<file path="src/qslt_pkg.sv">
// qslt_pkg: shared widths, register codes, reset values and stage types
// for the quad sensor light tracker. No dependencies.

package qslt_pkg;

   localparam int LIGHT_W    = 13;
   localparam int GAIN_W     = 12;
   localparam int PULSE_W    = 12;
   localparam int DZ_W       = 10;
   localparam int PROD_W     = LIGHT_W + GAIN_W;     // one scaled reading
   localparam int DIFF_W     = PROD_W + 3;           // signed sum difference plus rounding
   localparam int STEP_W     = DIFF_W - 9;           // after dividing by 512
   localparam int CSR_IDX_W  = 3;
   localparam int CSR_DATA_W = 12;
   localparam int QUADS      = 4;

   localparam logic [PULSE_W-1:0] PARK_POSITION = 12'd1300;

   localparam logic [GAIN_W-1:0]  GAIN_TL_RST   = 12'd205;
   localparam logic [GAIN_W-1:0]  GAIN_TR_RST   = 12'd269;
   localparam logic [GAIN_W-1:0]  GAIN_BL_RST   = 12'd269;
   localparam logic [GAIN_W-1:0]  GAIN_BR_RST   = 12'd282;
   localparam logic [PULSE_W-1:0] PULSE_MIN_RST = 12'd500;
   localparam logic [PULSE_W-1:0] PULSE_MAXH_RST = 12'd2100;
   localparam logic [PULSE_W-1:0] PULSE_MAXV_RST = 12'd1400;
   localparam logic [DZ_W-1:0]    DEAD_ZONE_RST = 10'd5;

   // quadrant slots
   localparam int Q_TL = 0;
   localparam int Q_TR = 1;
   localparam int Q_BL = 2;
   localparam int Q_BR = 3;

   typedef enum logic [CSR_IDX_W-1:0] {
      CSR_GAIN_TL    = 3'd0,
      CSR_GAIN_TR    = 3'd1,
      CSR_GAIN_BL    = 3'd2,
      CSR_GAIN_BR    = 3'd3,
      CSR_PULSE_MIN  = 3'd4,
      CSR_PULSE_MAXH = 3'd5,
      CSR_PULSE_MAXV = 3'd6,
      CSR_DEAD_ZONE  = 3'd7
   } csr_index_type;

   typedef logic [QUADS-1:0][LIGHT_W-1:0] light_quad_type;
   typedef logic [QUADS-1:0][GAIN_W-1:0]  gain_quad_type;
   typedef logic [QUADS-1:0][PROD_W-1:0]  prod_quad_type;

   typedef struct packed {
      logic signed [STEP_W-1:0] az_step;
      logic signed [STEP_W-1:0] el_step;
      logic                     az_move;
      logic                     el_move;
   } step_type;

endpackage

</file>
<file path="src/qslt_scale.sv">
// qslt_scale: applies the Q4.8 gain to each of the four light readings.
// Depends on qslt_pkg.

module qslt_scale
   import qslt_pkg::*;
(
   input  light_quad_type light,
   input  gain_quad_type  gain,
   output prod_quad_type  prod
);

   always_comb begin
      for (int q = 0; q < QUADS; q++) begin
         prod[q] = PROD_W'(light[q]) * PROD_W'(gain[q]);
      end
   end

endmodule

</file>
<file path="src/qslt_step.sv">
// qslt_step: forms the azimuth and elevation steps from scaled readings,
// rounds half up then truncates toward zero, and applies the dead zone.
// Depends on qslt_pkg.

module qslt_step
   import qslt_pkg::*;
(
   input  prod_quad_type   prod,
   input  logic [DZ_W-1:0] dead_zone,
   output step_type        step
);

   logic [PROD_W:0]          sum_right, sum_left, sum_bottom, sum_top;
   logic signed [DIFF_W-1:0] az_diff, el_diff;
   logic [STEP_W-1:0]        az_mag, el_mag;

   // (d + 256) / 512 truncated toward zero
   function automatic logic signed [STEP_W-1:0] half_step(input logic signed [DIFF_W-1:0] d);
      logic signed [DIFF_W-1:0] biased;
      logic signed [DIFF_W-1:0] adj;
      biased = d + DIFF_W'(256);
      adj    = biased + (biased[DIFF_W-1] ? DIFF_W'(511) : DIFF_W'(0));
      half_step = STEP_W'(adj >>> 9);
   endfunction

   assign sum_right  = {1'b0, prod[Q_TR]} + {1'b0, prod[Q_BR]};
   assign sum_left   = {1'b0, prod[Q_TL]} + {1'b0, prod[Q_BL]};
   assign sum_bottom = {1'b0, prod[Q_BL]} + {1'b0, prod[Q_BR]};
   assign sum_top    = {1'b0, prod[Q_TL]} + {1'b0, prod[Q_TR]};

   assign az_diff = $signed({2'b00, sum_right}) - $signed({2'b00, sum_left});
   assign el_diff = $signed({2'b00, sum_bottom}) - $signed({2'b00, sum_top});

   always_comb begin
      step.az_step = half_step(az_diff);
      step.el_step = half_step(el_diff);
      az_mag = step.az_step[STEP_W-1] ? STEP_W'(-step.az_step) : STEP_W'(step.az_step);
      el_mag = step.el_step[STEP_W-1] ? STEP_W'(-step.el_step) : STEP_W'(step.el_step);
      step.az_move = az_mag > STEP_W'(dead_zone);
      step.el_move = el_mag > STEP_W'(dead_zone);
   end

endmodule

</file>
<file path="src/qslt_axis.sv">
// qslt_axis: position accumulate and limit clamp for one servo axis.
// Depends on qslt_pkg.

module qslt_axis
   import qslt_pkg::*;
(
   input  logic [PULSE_W-1:0]       position,
   input  logic signed [STEP_W-1:0] step,
   input  logic                     move,
   input  logic                     any_move,
   input  logic [PULSE_W-1:0]       limit_lo,
   input  logic [PULSE_W-1:0]       limit_hi,
   output logic [PULSE_W-1:0]       position_next,
   output logic                     drive
);

   localparam int SUM_W = STEP_W + 1;

   logic signed [SUM_W-1:0] sum;

   assign sum = $signed(SUM_W'(position)) + (move ? SUM_W'(step) : SUM_W'(0));

   always_comb begin
      position_next = position;
      drive         = 1'b0;
      if (any_move) begin
         // lower limit checked first, so it wins if inverted limits both fail
         if (sum < $signed(SUM_W'(limit_lo))) begin
            position_next = limit_lo;
         end else if (sum > $signed(SUM_W'(limit_hi))) begin
            position_next = limit_hi;
         end else begin
            position_next = sum[PULSE_W-1:0];
            drive         = 1'b1;
         end
      end
   end

endmodule

</file>
<file path="src/quad_sensor_light_tracker.sv">
// quad_sensor_light_tracker: top level with csr bank, three pipeline stages
// and the two axis position registers. Depends on qslt_pkg, qslt_scale,
// qslt_step and qslt_axis.
//
//   channel | direction | handshake          | payload
//   req_    | in        | req_valid/req_stall | four 13-bit light readings
//   rsp_    | out       | rsp_valid/rsp_stall | two 12-bit pulses, drives, hold
//   csr_    | in        | csr_write           | csr_index, 12-bit csr_data
//
// One item per cycle sustained while rsp_stall is low. After the req transfer, the
// input, product, step and result registers load in turn; rsp_valid marks the last.
// The position loop closes inside the last stage: one add and compare per axis.
// Each stage moves whenever the stage after it is empty or moving, so an item
// is taken while a finished result still waits under rsp_stall.
// Synchronous reset parks both axes at 1300 us and loads the default csrs.

module quad_sensor_light_tracker
   import qslt_pkg::*;
(
   input  logic                  clock,
   input  logic                  reset,
   input  logic                  req_valid,
   output logic                  req_stall,
   input  logic [LIGHT_W-1:0]    req_light_top_left,
   input  logic [LIGHT_W-1:0]    req_light_top_right,
   input  logic [LIGHT_W-1:0]    req_light_bottom_left,
   input  logic [LIGHT_W-1:0]    req_light_bottom_right,
   output logic                  rsp_valid,
   input  logic                  rsp_stall,
   output logic [PULSE_W-1:0]    rsp_azimuth_pulse,
   output logic [PULSE_W-1:0]    rsp_elevation_pulse,
   output logic                  rsp_azimuth_drive,
   output logic                  rsp_elevation_drive,
   output logic                  rsp_hold,
   input  logic                  csr_write,
   input  logic [CSR_IDX_W-1:0]  csr_index,
   input  logic [CSR_DATA_W-1:0] csr_data
);

   // configuration
   gain_quad_type      gain_ff;
   logic [PULSE_W-1:0] pulse_min_ff, pulse_maxh_ff, pulse_maxv_ff;
   logic [DZ_W-1:0]    dead_zone_ff;

   // pipeline
   logic               s1_valid_ff, s2_valid_ff, s3_valid_ff, rsp_valid_ff;
   light_quad_type     light_ff;
   prod_quad_type      prod_in, prod_ff;
   step_type           step_in, step_ff;
   logic               ld1, ld2, ld3, ld_rsp;

   // axis state and results
   logic [PULSE_W-1:0] az_pos_ff, el_pos_ff, az_pos_in, el_pos_in;
   logic               az_drive_in, el_drive_in, any_move;
   logic [PULSE_W-1:0] rsp_az_pulse_ff, rsp_el_pulse_ff;
   logic               rsp_az_drive_ff, rsp_el_drive_ff, rsp_hold_ff;

   assign ld_rsp    = !rsp_valid_ff || !rsp_stall;
   assign ld3       = !s3_valid_ff || ld_rsp;
   assign ld2       = !s2_valid_ff || ld3;
   assign ld1       = !s1_valid_ff || ld2;
   assign req_stall = !ld1;

   always_ff @(posedge clock) begin
      if (reset) begin
         gain_ff[Q_TL] <= GAIN_TL_RST;
         gain_ff[Q_TR] <= GAIN_TR_RST;
         gain_ff[Q_BL] <= GAIN_BL_RST;
         gain_ff[Q_BR] <= GAIN_BR_RST;
         pulse_min_ff  <= PULSE_MIN_RST;
         pulse_maxh_ff <= PULSE_MAXH_RST;
         pulse_maxv_ff <= PULSE_MAXV_RST;
         dead_zone_ff  <= DEAD_ZONE_RST;
      end else if (csr_write) begin
         unique case (csr_index_type'(csr_index))
            CSR_GAIN_TL:    gain_ff[Q_TL] <= csr_data;
            CSR_GAIN_TR:    gain_ff[Q_TR] <= csr_data;
            CSR_GAIN_BL:    gain_ff[Q_BL] <= csr_data;
            CSR_GAIN_BR:    gain_ff[Q_BR] <= csr_data;
            CSR_PULSE_MIN:  pulse_min_ff  <= csr_data;
            CSR_PULSE_MAXH: pulse_maxh_ff <= csr_data;
            CSR_PULSE_MAXV: pulse_maxv_ff <= csr_data;
            CSR_DEAD_ZONE:  dead_zone_ff  <= csr_data[DZ_W-1:0];
            default:        dead_zone_ff  <= dead_zone_ff;
         endcase
      end
   end

   qslt_scale u_scale (
      .light (light_ff),
      .gain  (gain_ff),
      .prod  (prod_in)
   );

   qslt_step u_step (
      .prod      (prod_ff),
      .dead_zone (dead_zone_ff),
      .step      (step_in)
   );

   assign any_move = step_ff.az_move || step_ff.el_move;

   qslt_axis u_axis_az (
      .position      (az_pos_ff),
      .step          (step_ff.az_step),
      .move          (step_ff.az_move),
      .any_move      (any_move),
      .limit_lo      (pulse_min_ff),
      .limit_hi      (pulse_maxh_ff),
      .position_next (az_pos_in),
      .drive         (az_drive_in)
   );

   qslt_axis u_axis_el (
      .position      (el_pos_ff),
      .step          (step_ff.el_step),
      .move          (step_ff.el_move),
      .any_move      (any_move),
      .limit_lo      (pulse_min_ff),
      .limit_hi      (pulse_maxv_ff),
      .position_next (el_pos_in),
      .drive         (el_drive_in)
   );

   // control
   always_ff @(posedge clock) begin
      if (reset) begin
         s1_valid_ff  <= 1'b0;
         s2_valid_ff  <= 1'b0;
         s3_valid_ff  <= 1'b0;
         rsp_valid_ff <= 1'b0;
         az_pos_ff    <= PARK_POSITION;
         el_pos_ff    <= PARK_POSITION;
      end else begin
         if (ld1)    s1_valid_ff  <= req_valid;
         if (ld2)    s2_valid_ff  <= s1_valid_ff;
         if (ld3)    s3_valid_ff  <= s2_valid_ff;
         if (ld_rsp) rsp_valid_ff <= s3_valid_ff;
         if (ld_rsp && s3_valid_ff) begin
            az_pos_ff <= az_pos_in;
            el_pos_ff <= el_pos_in;
         end
      end
   end

   // payload
   always_ff @(posedge clock) begin
      if (ld1 && req_valid) begin
         light_ff[Q_TL] <= req_light_top_left;
         light_ff[Q_TR] <= req_light_top_right;
         light_ff[Q_BL] <= req_light_bottom_left;
         light_ff[Q_BR] <= req_light_bottom_right;
      end
      if (ld2 && s1_valid_ff) prod_ff <= prod_in;
      if (ld3 && s2_valid_ff) step_ff <= step_in;
      if (ld_rsp && s3_valid_ff) begin
         rsp_az_pulse_ff <= az_pos_in;
         rsp_el_pulse_ff <= el_pos_in;
         rsp_az_drive_ff <= az_drive_in;
         rsp_el_drive_ff <= el_drive_in;
         rsp_hold_ff     <= !any_move;
      end
   end

   assign rsp_valid           = rsp_valid_ff;
   assign rsp_azimuth_pulse   = rsp_az_pulse_ff;
   assign rsp_elevation_pulse = rsp_el_pulse_ff;
   assign rsp_azimuth_drive   = rsp_az_drive_ff;
   assign rsp_elevation_drive = rsp_el_drive_ff;
   assign rsp_hold            = rsp_hold_ff;

   // a held result never strobes a servo
   a_hold_no_drive: assert property (@(posedge clock) disable iff (reset)
      rsp_valid_ff && rsp_hold_ff |-> !rsp_az_drive_ff && !rsp_el_drive_ff)
      else $error("drive strobe raised on a hold result");

   // a hold transfer leaves both positions where they were
   a_hold_keeps_pos: assert property (@(posedge clock) disable iff (reset)
      ld_rsp && s3_valid_ff && !any_move |=> $stable(az_pos_ff) && $stable(el_pos_ff))
      else $error("position changed without a move");

   // the result register matches the position state written with it
   a_result_tracks_pos: assert property (@(posedge clock) disable iff (reset)
      ld_rsp && s3_valid_ff |=> rsp_az_pulse_ff == az_pos_ff && rsp_el_pulse_ff == el_pos_ff)
      else $error("result pulse differs from stored position");

   // input stalls only when every stage holds an item
   a_stall_only_full: assert property (@(posedge clock) disable iff (reset)
      req_stall |-> s1_valid_ff && s2_valid_ff && s3_valid_ff && rsp_valid_ff)
      else $error("input stalled with a free stage");

endmodule

</file>
<file path="config.mk">
export PLATFORM = sky130hd
export DESIGN_NAME = quad_sensor_light_tracker
export DESIGN_NICKNAME = d
export VERILOG_FILES = /design/src/qslt_pkg.sv /design/src/qslt_scale.sv /design/src/qslt_step.sv /design/src/qslt_axis.sv /design/src/quad_sensor_light_tracker.sv
export SDC_FILE = /design/constraint.sdc
export NUM_CORES = 2
export LEC_CHECK = 0
export ABC_AREA = 1
export ABC_CLOCK_PERIOD_IN_PS = 8500
export BUFFER_PORTS_ARGS = -buffer_cell sky130_fd_sc_hd__buf_2
export CAP_MARGIN = 20
export CORE_MARGIN = 2
export CORE_UTILIZATION = 40
export CTS_CLUSTER_SIZE = 40
export DETAILED_ROUTE_END_ITERATION = 8
export GPL_TIMING_DRIVEN = 0
export REMOVE_ABC_BUFFERS = 1
export SETUP_SLACK_MARGIN = 0.3
export SYNTH_ARGS = -nofsm -noshare
export SYNTH_HDL_FRONTEND = slang
export SYNTH_SLANG_ARGS = --single-unit
</file>
<file path="constraint.sdc">
create_clock -name clock -period 8.5 [get_ports clock]
set_input_delay 0.425 -clock clock [delete_from_list [all_inputs] [get_ports clock]]
set_output_delay 0.425 -clock clock [all_outputs]
set_load 0.05 [all_outputs]
</file>
# Word level (Yosys, flattened, before mapping)
# Index checks and enable logic that the tools add are counted.
classes:
  addsub: 14
  multipliers: 4
  n_lt_le_gt_ge: 6
  eq_ne: 7
  muxes: 14
  bitwise: 1
  reduce_logical: 27
op_table:
  columns: ["op", "count"]
  rows:
  - ["25-bit by 25-bit adder with 26-bit output", 4]
  - ["13-bit by 12-bit multiplier with 25-bit output", 4]
  - ["12-bit 2-to-1 mux", 6]
  - ["28-bit by 10-bit adder with 28-bit output, second input constant", 2]
  - ["28-bit adder", 2]
  - ["26-bit by 26-bit subtractor with 27-bit output", 2]
  - ["13-bit by 20-bit adder with 20-bit output", 2]
  - ["20-bit by 13-bit greater-than comparator with 1-bit output", 2]
  - ["20-bit by 13-bit < comparator with 1-bit output", 2]
  - ["20-bit 2-to-1 mux", 2]
  - ["19-bit by 10-bit greater-than comparator with 1-bit output", 2]
  - ["19-bit 2-to-1 mux", 2]
  - ["19-bit negation", 2]
  - ["9-bit 2-to-1 mux", 2]
  - ["2-bit AND reduction", 8]
  - ["3-bit == test, second input constant", 4]
  - ["1-bit logical NOT", 7]
  - ["3-bit by 2-bit == test with 1-bit output, second input constant", 2]
  - ["1-bit logical OR", 5]
  - ["1-bit logical AND", 4]
  - ["2-bit OR reduction", 2]
  - ["3-bit by 1-bit == test with 1-bit output, second input constant", 1]
  - ["3-bit logical NOT", 1]
  - ["1-bit 2-to-1 mux", 2]
  - ["1-bit inverter", 1]
totals:
  register_bits: 341
  input_bits: 72
  out_inout_bits: 29
  word_cells: 104

# Longest topological paths before layout
depth:
  depth_word: 8
  mapped_depth: 54
  depth_no_buf: 54

# By module
# From an unflattened synthesis, not the netlist that was laid out.
hier_totals:
  cells_unflattened: 6777
  hier_area_um2: 48302.6
by_module_without_submodules:
  columns: ["module", "instances", "cells_per_inst", "area_per_inst_um2", "seq_area_each_um2"]
  rows:
  - ["qslt_scale", 1, 3198, 21949.8, 0.0]
  - ["quad_sensor_light_tracker", 1, 833, 11021.8, 9018.6]
  - ["qslt_step", 1, 1848, 10746.6, 0.0]
  - ["qslt_axis", 2, 449, 2292.2, 0.0]

# Worst setup path after synthesis
# No wires, ideal clock.
synth_path:
  kind: "reg-to-reg"
  startpoint: "register prod_ff[0] (netlist name)"
  endpoint: "register step_ff[0] (netlist name) (data pin)"
  setup_time_ps: 260
  arrival_time_ps: 6872
  required_ps: 8240
  setup_slack_ps: 1368
  stages_incl_launch_ff: 52
  n_path_buf: 0
  synth_period_minus_slack_ps: 7132
  cell_sequence: "edfxtp_1 inv_1 fa_1 inv_1 fa_1 inv_1 ha_1 inv_1 fa_1 inv_1 nand3_1 nand3_1 nand2_1 nand2_1 nand2_1 nand2_1 nand2_1 nand2_1 [... 16 more ...] nand2_1 nor2_1 a21oi_1 xnor2_1 inv_1 ha_1 a31oi_1 nand3_1 nand3_1 nand2_1 o21ai_0 nand2_1 a21oi_1 o21ai_0 a21oi_1 nand3_1 nor2_1 nand3_1"
synth_rtl:
  columns: ["element", "line", "text"]
  rows:
  - ["from (decl)", "quad_sensor_light_tracker.sv:48", "prod_quad_type prod_in, prod_ff;"]
  - ["from (signal assigned)", "quad_sensor_light_tracker.sv:154", "if (ld2 && s1_valid_ff) prod_ff <= prod_in;"]
  - ["to (signal assigned)", "quad_sensor_light_tracker.sv:155", "if (ld3 && s2_valid_ff) step_ff <= step_in;"]
  - ["to (decl)", "quad_sensor_light_tracker.sv:49", "step_type step_in, step_ff;"]

==> summary.txt <==
classification of the worst-slack hold path - input port to flip-flop
CP max stage delay - 0.53 ns
unrepaired setup endpoints after global routing - no
final critical path time including I/O delays and setup - 7.80 ns
leading post-synthesis cells by cell area - fa_1 25%, edfxtp_1 15%, nand2_1 13%
largest net degree at the start of global routing - 70
clock latency of the later-clocked register in the worst-skew pair - 0.65 ns
average via count per standard cell - 4.92
GR Util All Layers - 20.8%
critical path depth - 52
data arrival time at the worst-slack endpoint - 8.17 ns
per-instance average area after synthesis - 7.79 um2
fmax - 0.128 GHz
number of port buffers - 100
total DRC errors in the routed layout - 0
worst endpoint required time - 8.87 ns
sort of element at the end of the critical path - flip-flop
Die H - 335 um
area of the mapped netlist - 0.0439 mm2
Initial DRT Pass Iterations - 5
maximum root-to-sink buffer count - 3
Core Util, Final - 44.4%
HPWL reported at the end of detailed placement - 90.7 mm
initial cell density of the core - 40.4%
core region area - 0.109 mm2
area delta synth->final - 10.1%
placement-stage cell area - 0.0458 mm2
Top-Level Pins - 101
die width - 335 um
combined flip-flop and latch cell area - 0.00902 mm2
antenna violations before repair - 3
max-capacitance violation count - 0
total congestion overflow - 0
number of unique standard cell types used by synthesis - 51
clock tree skew after final layout - 0.0375 ns
GPL Wtd Cong - 0.923
Worst path top cell family by delay - simple AND/OR/NAND/NOR gates
fraction of final layout cells sized beyond drive strength 1 - 6.78%
total clock sinks - 341
total of endpoints with negative setup slack in the final report - 0
Layout Cells excl Fill - 7,169
status - complete, no violations
H-tree Lvls - 2
cell count of the worst hold path - 3
most used flip-flop cell after synthesis - edfxtp_1
die area - 0.112 mm2
Setup Crit Path Kind - flip-flop to flip-flop
Seq cells post-synth - 341
number of hold violations in the final report - 0
hold slack final - 0.0342 ns
post-synth top area cell - fa_1
clk root buf - clkbuf_16
Layout Nets - 6,748
Worst Path Buf+Inv - 8
standard cell with the maximum stage delay on the critical path - fa_1
footprint of the multi-input gates - 0.0297 mm2
tightest slew margin relative to the limit - 32.3%
final period utilization - 91.8%
routed length per placed instance - 15.9 um
wire length of the first global-routing pass - 186 mm
part of the Yosys area used for sequential elements - 20.5%
Syn. warnings - 0
number of synthesized flops with an enable pin - 219
Yosys top cell area share - 24.7%
clock transition at the register clock pins on the worst setup and hold paths after CTS - 0.06 ns
first-iteration detailed-routing DRC count - 2,132
R2R cell count - 52
Num CTS Buffers - 44
Filler cells - 10,946
count of pins over their slew limit - 0
number of placed instances with taps included - 7,007
detailed-route via count - 35,258
asr flop ratio synth - 0%
final non-filler cell area - 0.0484 mm2
via count of the first global-routing pass - 35,286
std cell rows - 121
Critical Path Start Type - flip-flop
Detail Route Antenna Nets - 0
most common cell type on the critical path - nand2_1
crit-path max FO - 6
worst-margin pin slew - 1.01 ns
total wire length after detailed routing - 114 mm
TritonCTS clock tree - yes
number of instances in the synthesized netlist - 5,639
-- through the flow --
step                      worst slack, ns  setup TNS (ns)
after floorplan                      1.36               0
after CTS                           0.367               0
after detailed placement           -0.298          -0.298
after global placement             -0.309          -0.309
final                               0.698               0
after global routing                0.264               0
-- registers in the layout (all words and copies together), names as in the netlist, 10 cells and up --
name and count:
rsp_elevation_pulse 12, light_ff 52, prod_ff 100, pulse_maxv_ff 12, pulse_maxh_ff 12, pulse_min_ff 12
dead_zone_ff 10, el_pos_ff 12, az_pos_ff 12, step_ff 40, gain_ff 48, rsp_azimuth_pulse 12
-- logic make-up after synthesis --
| kind of cell | count (synthesis) | synth area share [%] |
|---|---|---|
| XOR/XNOR | 159 | 3.26 |
| AO/OA/AOI/OAI | 516 | 6.31 |
| AND/OR/NAND/NOR | 2181 | 20.6 |
| adder cells (fa/ha/maj) | 958 | 36.5 |
| flip-flops | 341 | 20.5 |
| buffers and inverters | 1484 | 12.7 |
-- placed cells by master (no fill, tap or decap), drive strengths merged, types with 112 or more instances in the layout --
cell type	instances
o21ai	196
a21oi	253
ha	416
buf	137
nand3	216
nand2	1516
xor2	112
nor2	335
edfxtp	219
inv	1336
dfxtp	122
fa	542
-- final timing paths --
path	from	to	slack, ns
hold / removal	req_valid	s1_valid_ff$_SDFFE_PP0N_	0.03
hold reg to reg	s2_valid_ff$_SDFFE_PP0P_	s3_valid_ff$_SDFFE_PP0P_	0.47
setup reg to reg	prod_ff[0]$_DFFE_PP_	step_ff[0]$_DFFE_PP_	0.70
setup / recovery	prod_ff[0]$_DFFE_PP_	step_ff[0]$_DFFE_PP_	0.70
-- final cells by class --
type,count,share of cell area (%)
timing repair buffer,189,2.98
sequential,341,18.6
inverter,1328,10.3
tap,1414,3.66
antenna,1,0.00517
multi-input combinational,3814,61.3
clock buffer,55,2.49
clock inverter,27,0.615
-- worst register-to-register path, delay by kind of cell, from the launching register on --
| family | cells | cell delay, ns |
|---|---|---|
| simple gates | 30 | 3.09 |
| fa+ha+maj | 7 | 2.26 |
| compound gates | 6 | 0.81 |
| buf+inv | 8 | 0.74 |
| flops | 1 | 0.44 |
| xor+xnor | 1 | 0.16 |
-- cell usage after synthesis, drive strengths merged, types with 2 or more instances --
cell,n
a31oi,3
nor2,335
nor3,32
dfxtp,122
a211oi,4
a221oi,2
a21boi,2
a21oi,253
xor2,112
or2,3
ha,416
o211ai,24
nor4,8
edfxtp,219
xnor2,47
nand4,57
o221ai,4
clkbuf,146
fa,542
inv,1327
nand3b,13
buf,10
nand3,216
nand2,1516
a21o,13
o21bai,9
o21a,4
o21ai,196
-- routing by layer --
layer  wire length (um)  global-route usage (%)  share of wire [%]  vias up
li1                   -                       -                  -    17299
met1              50600                    27.3                 44    17087
met2              55300                    36.1                 48      715
met3               4960                    2.07                4.3      157
met4               3460                    6.13                3.0        0
met5                  0                       0                  0        -
-- what timing repair did --
action / in CTS / in global routing
pin swaps: 6 / 17
setup buffers: 10 / 16
endpoints found under the setup margin: 1 / 2
resized for setup: 18 / 64
gates cloned: 0 / 0
endpoints found under the hold margin: 51 / 0
hold buffers: 51 / 0
Power is left out: the tool's default activity adds up to more than one toggle a clock period on the data nets, which glitch-free logic cannot reach.
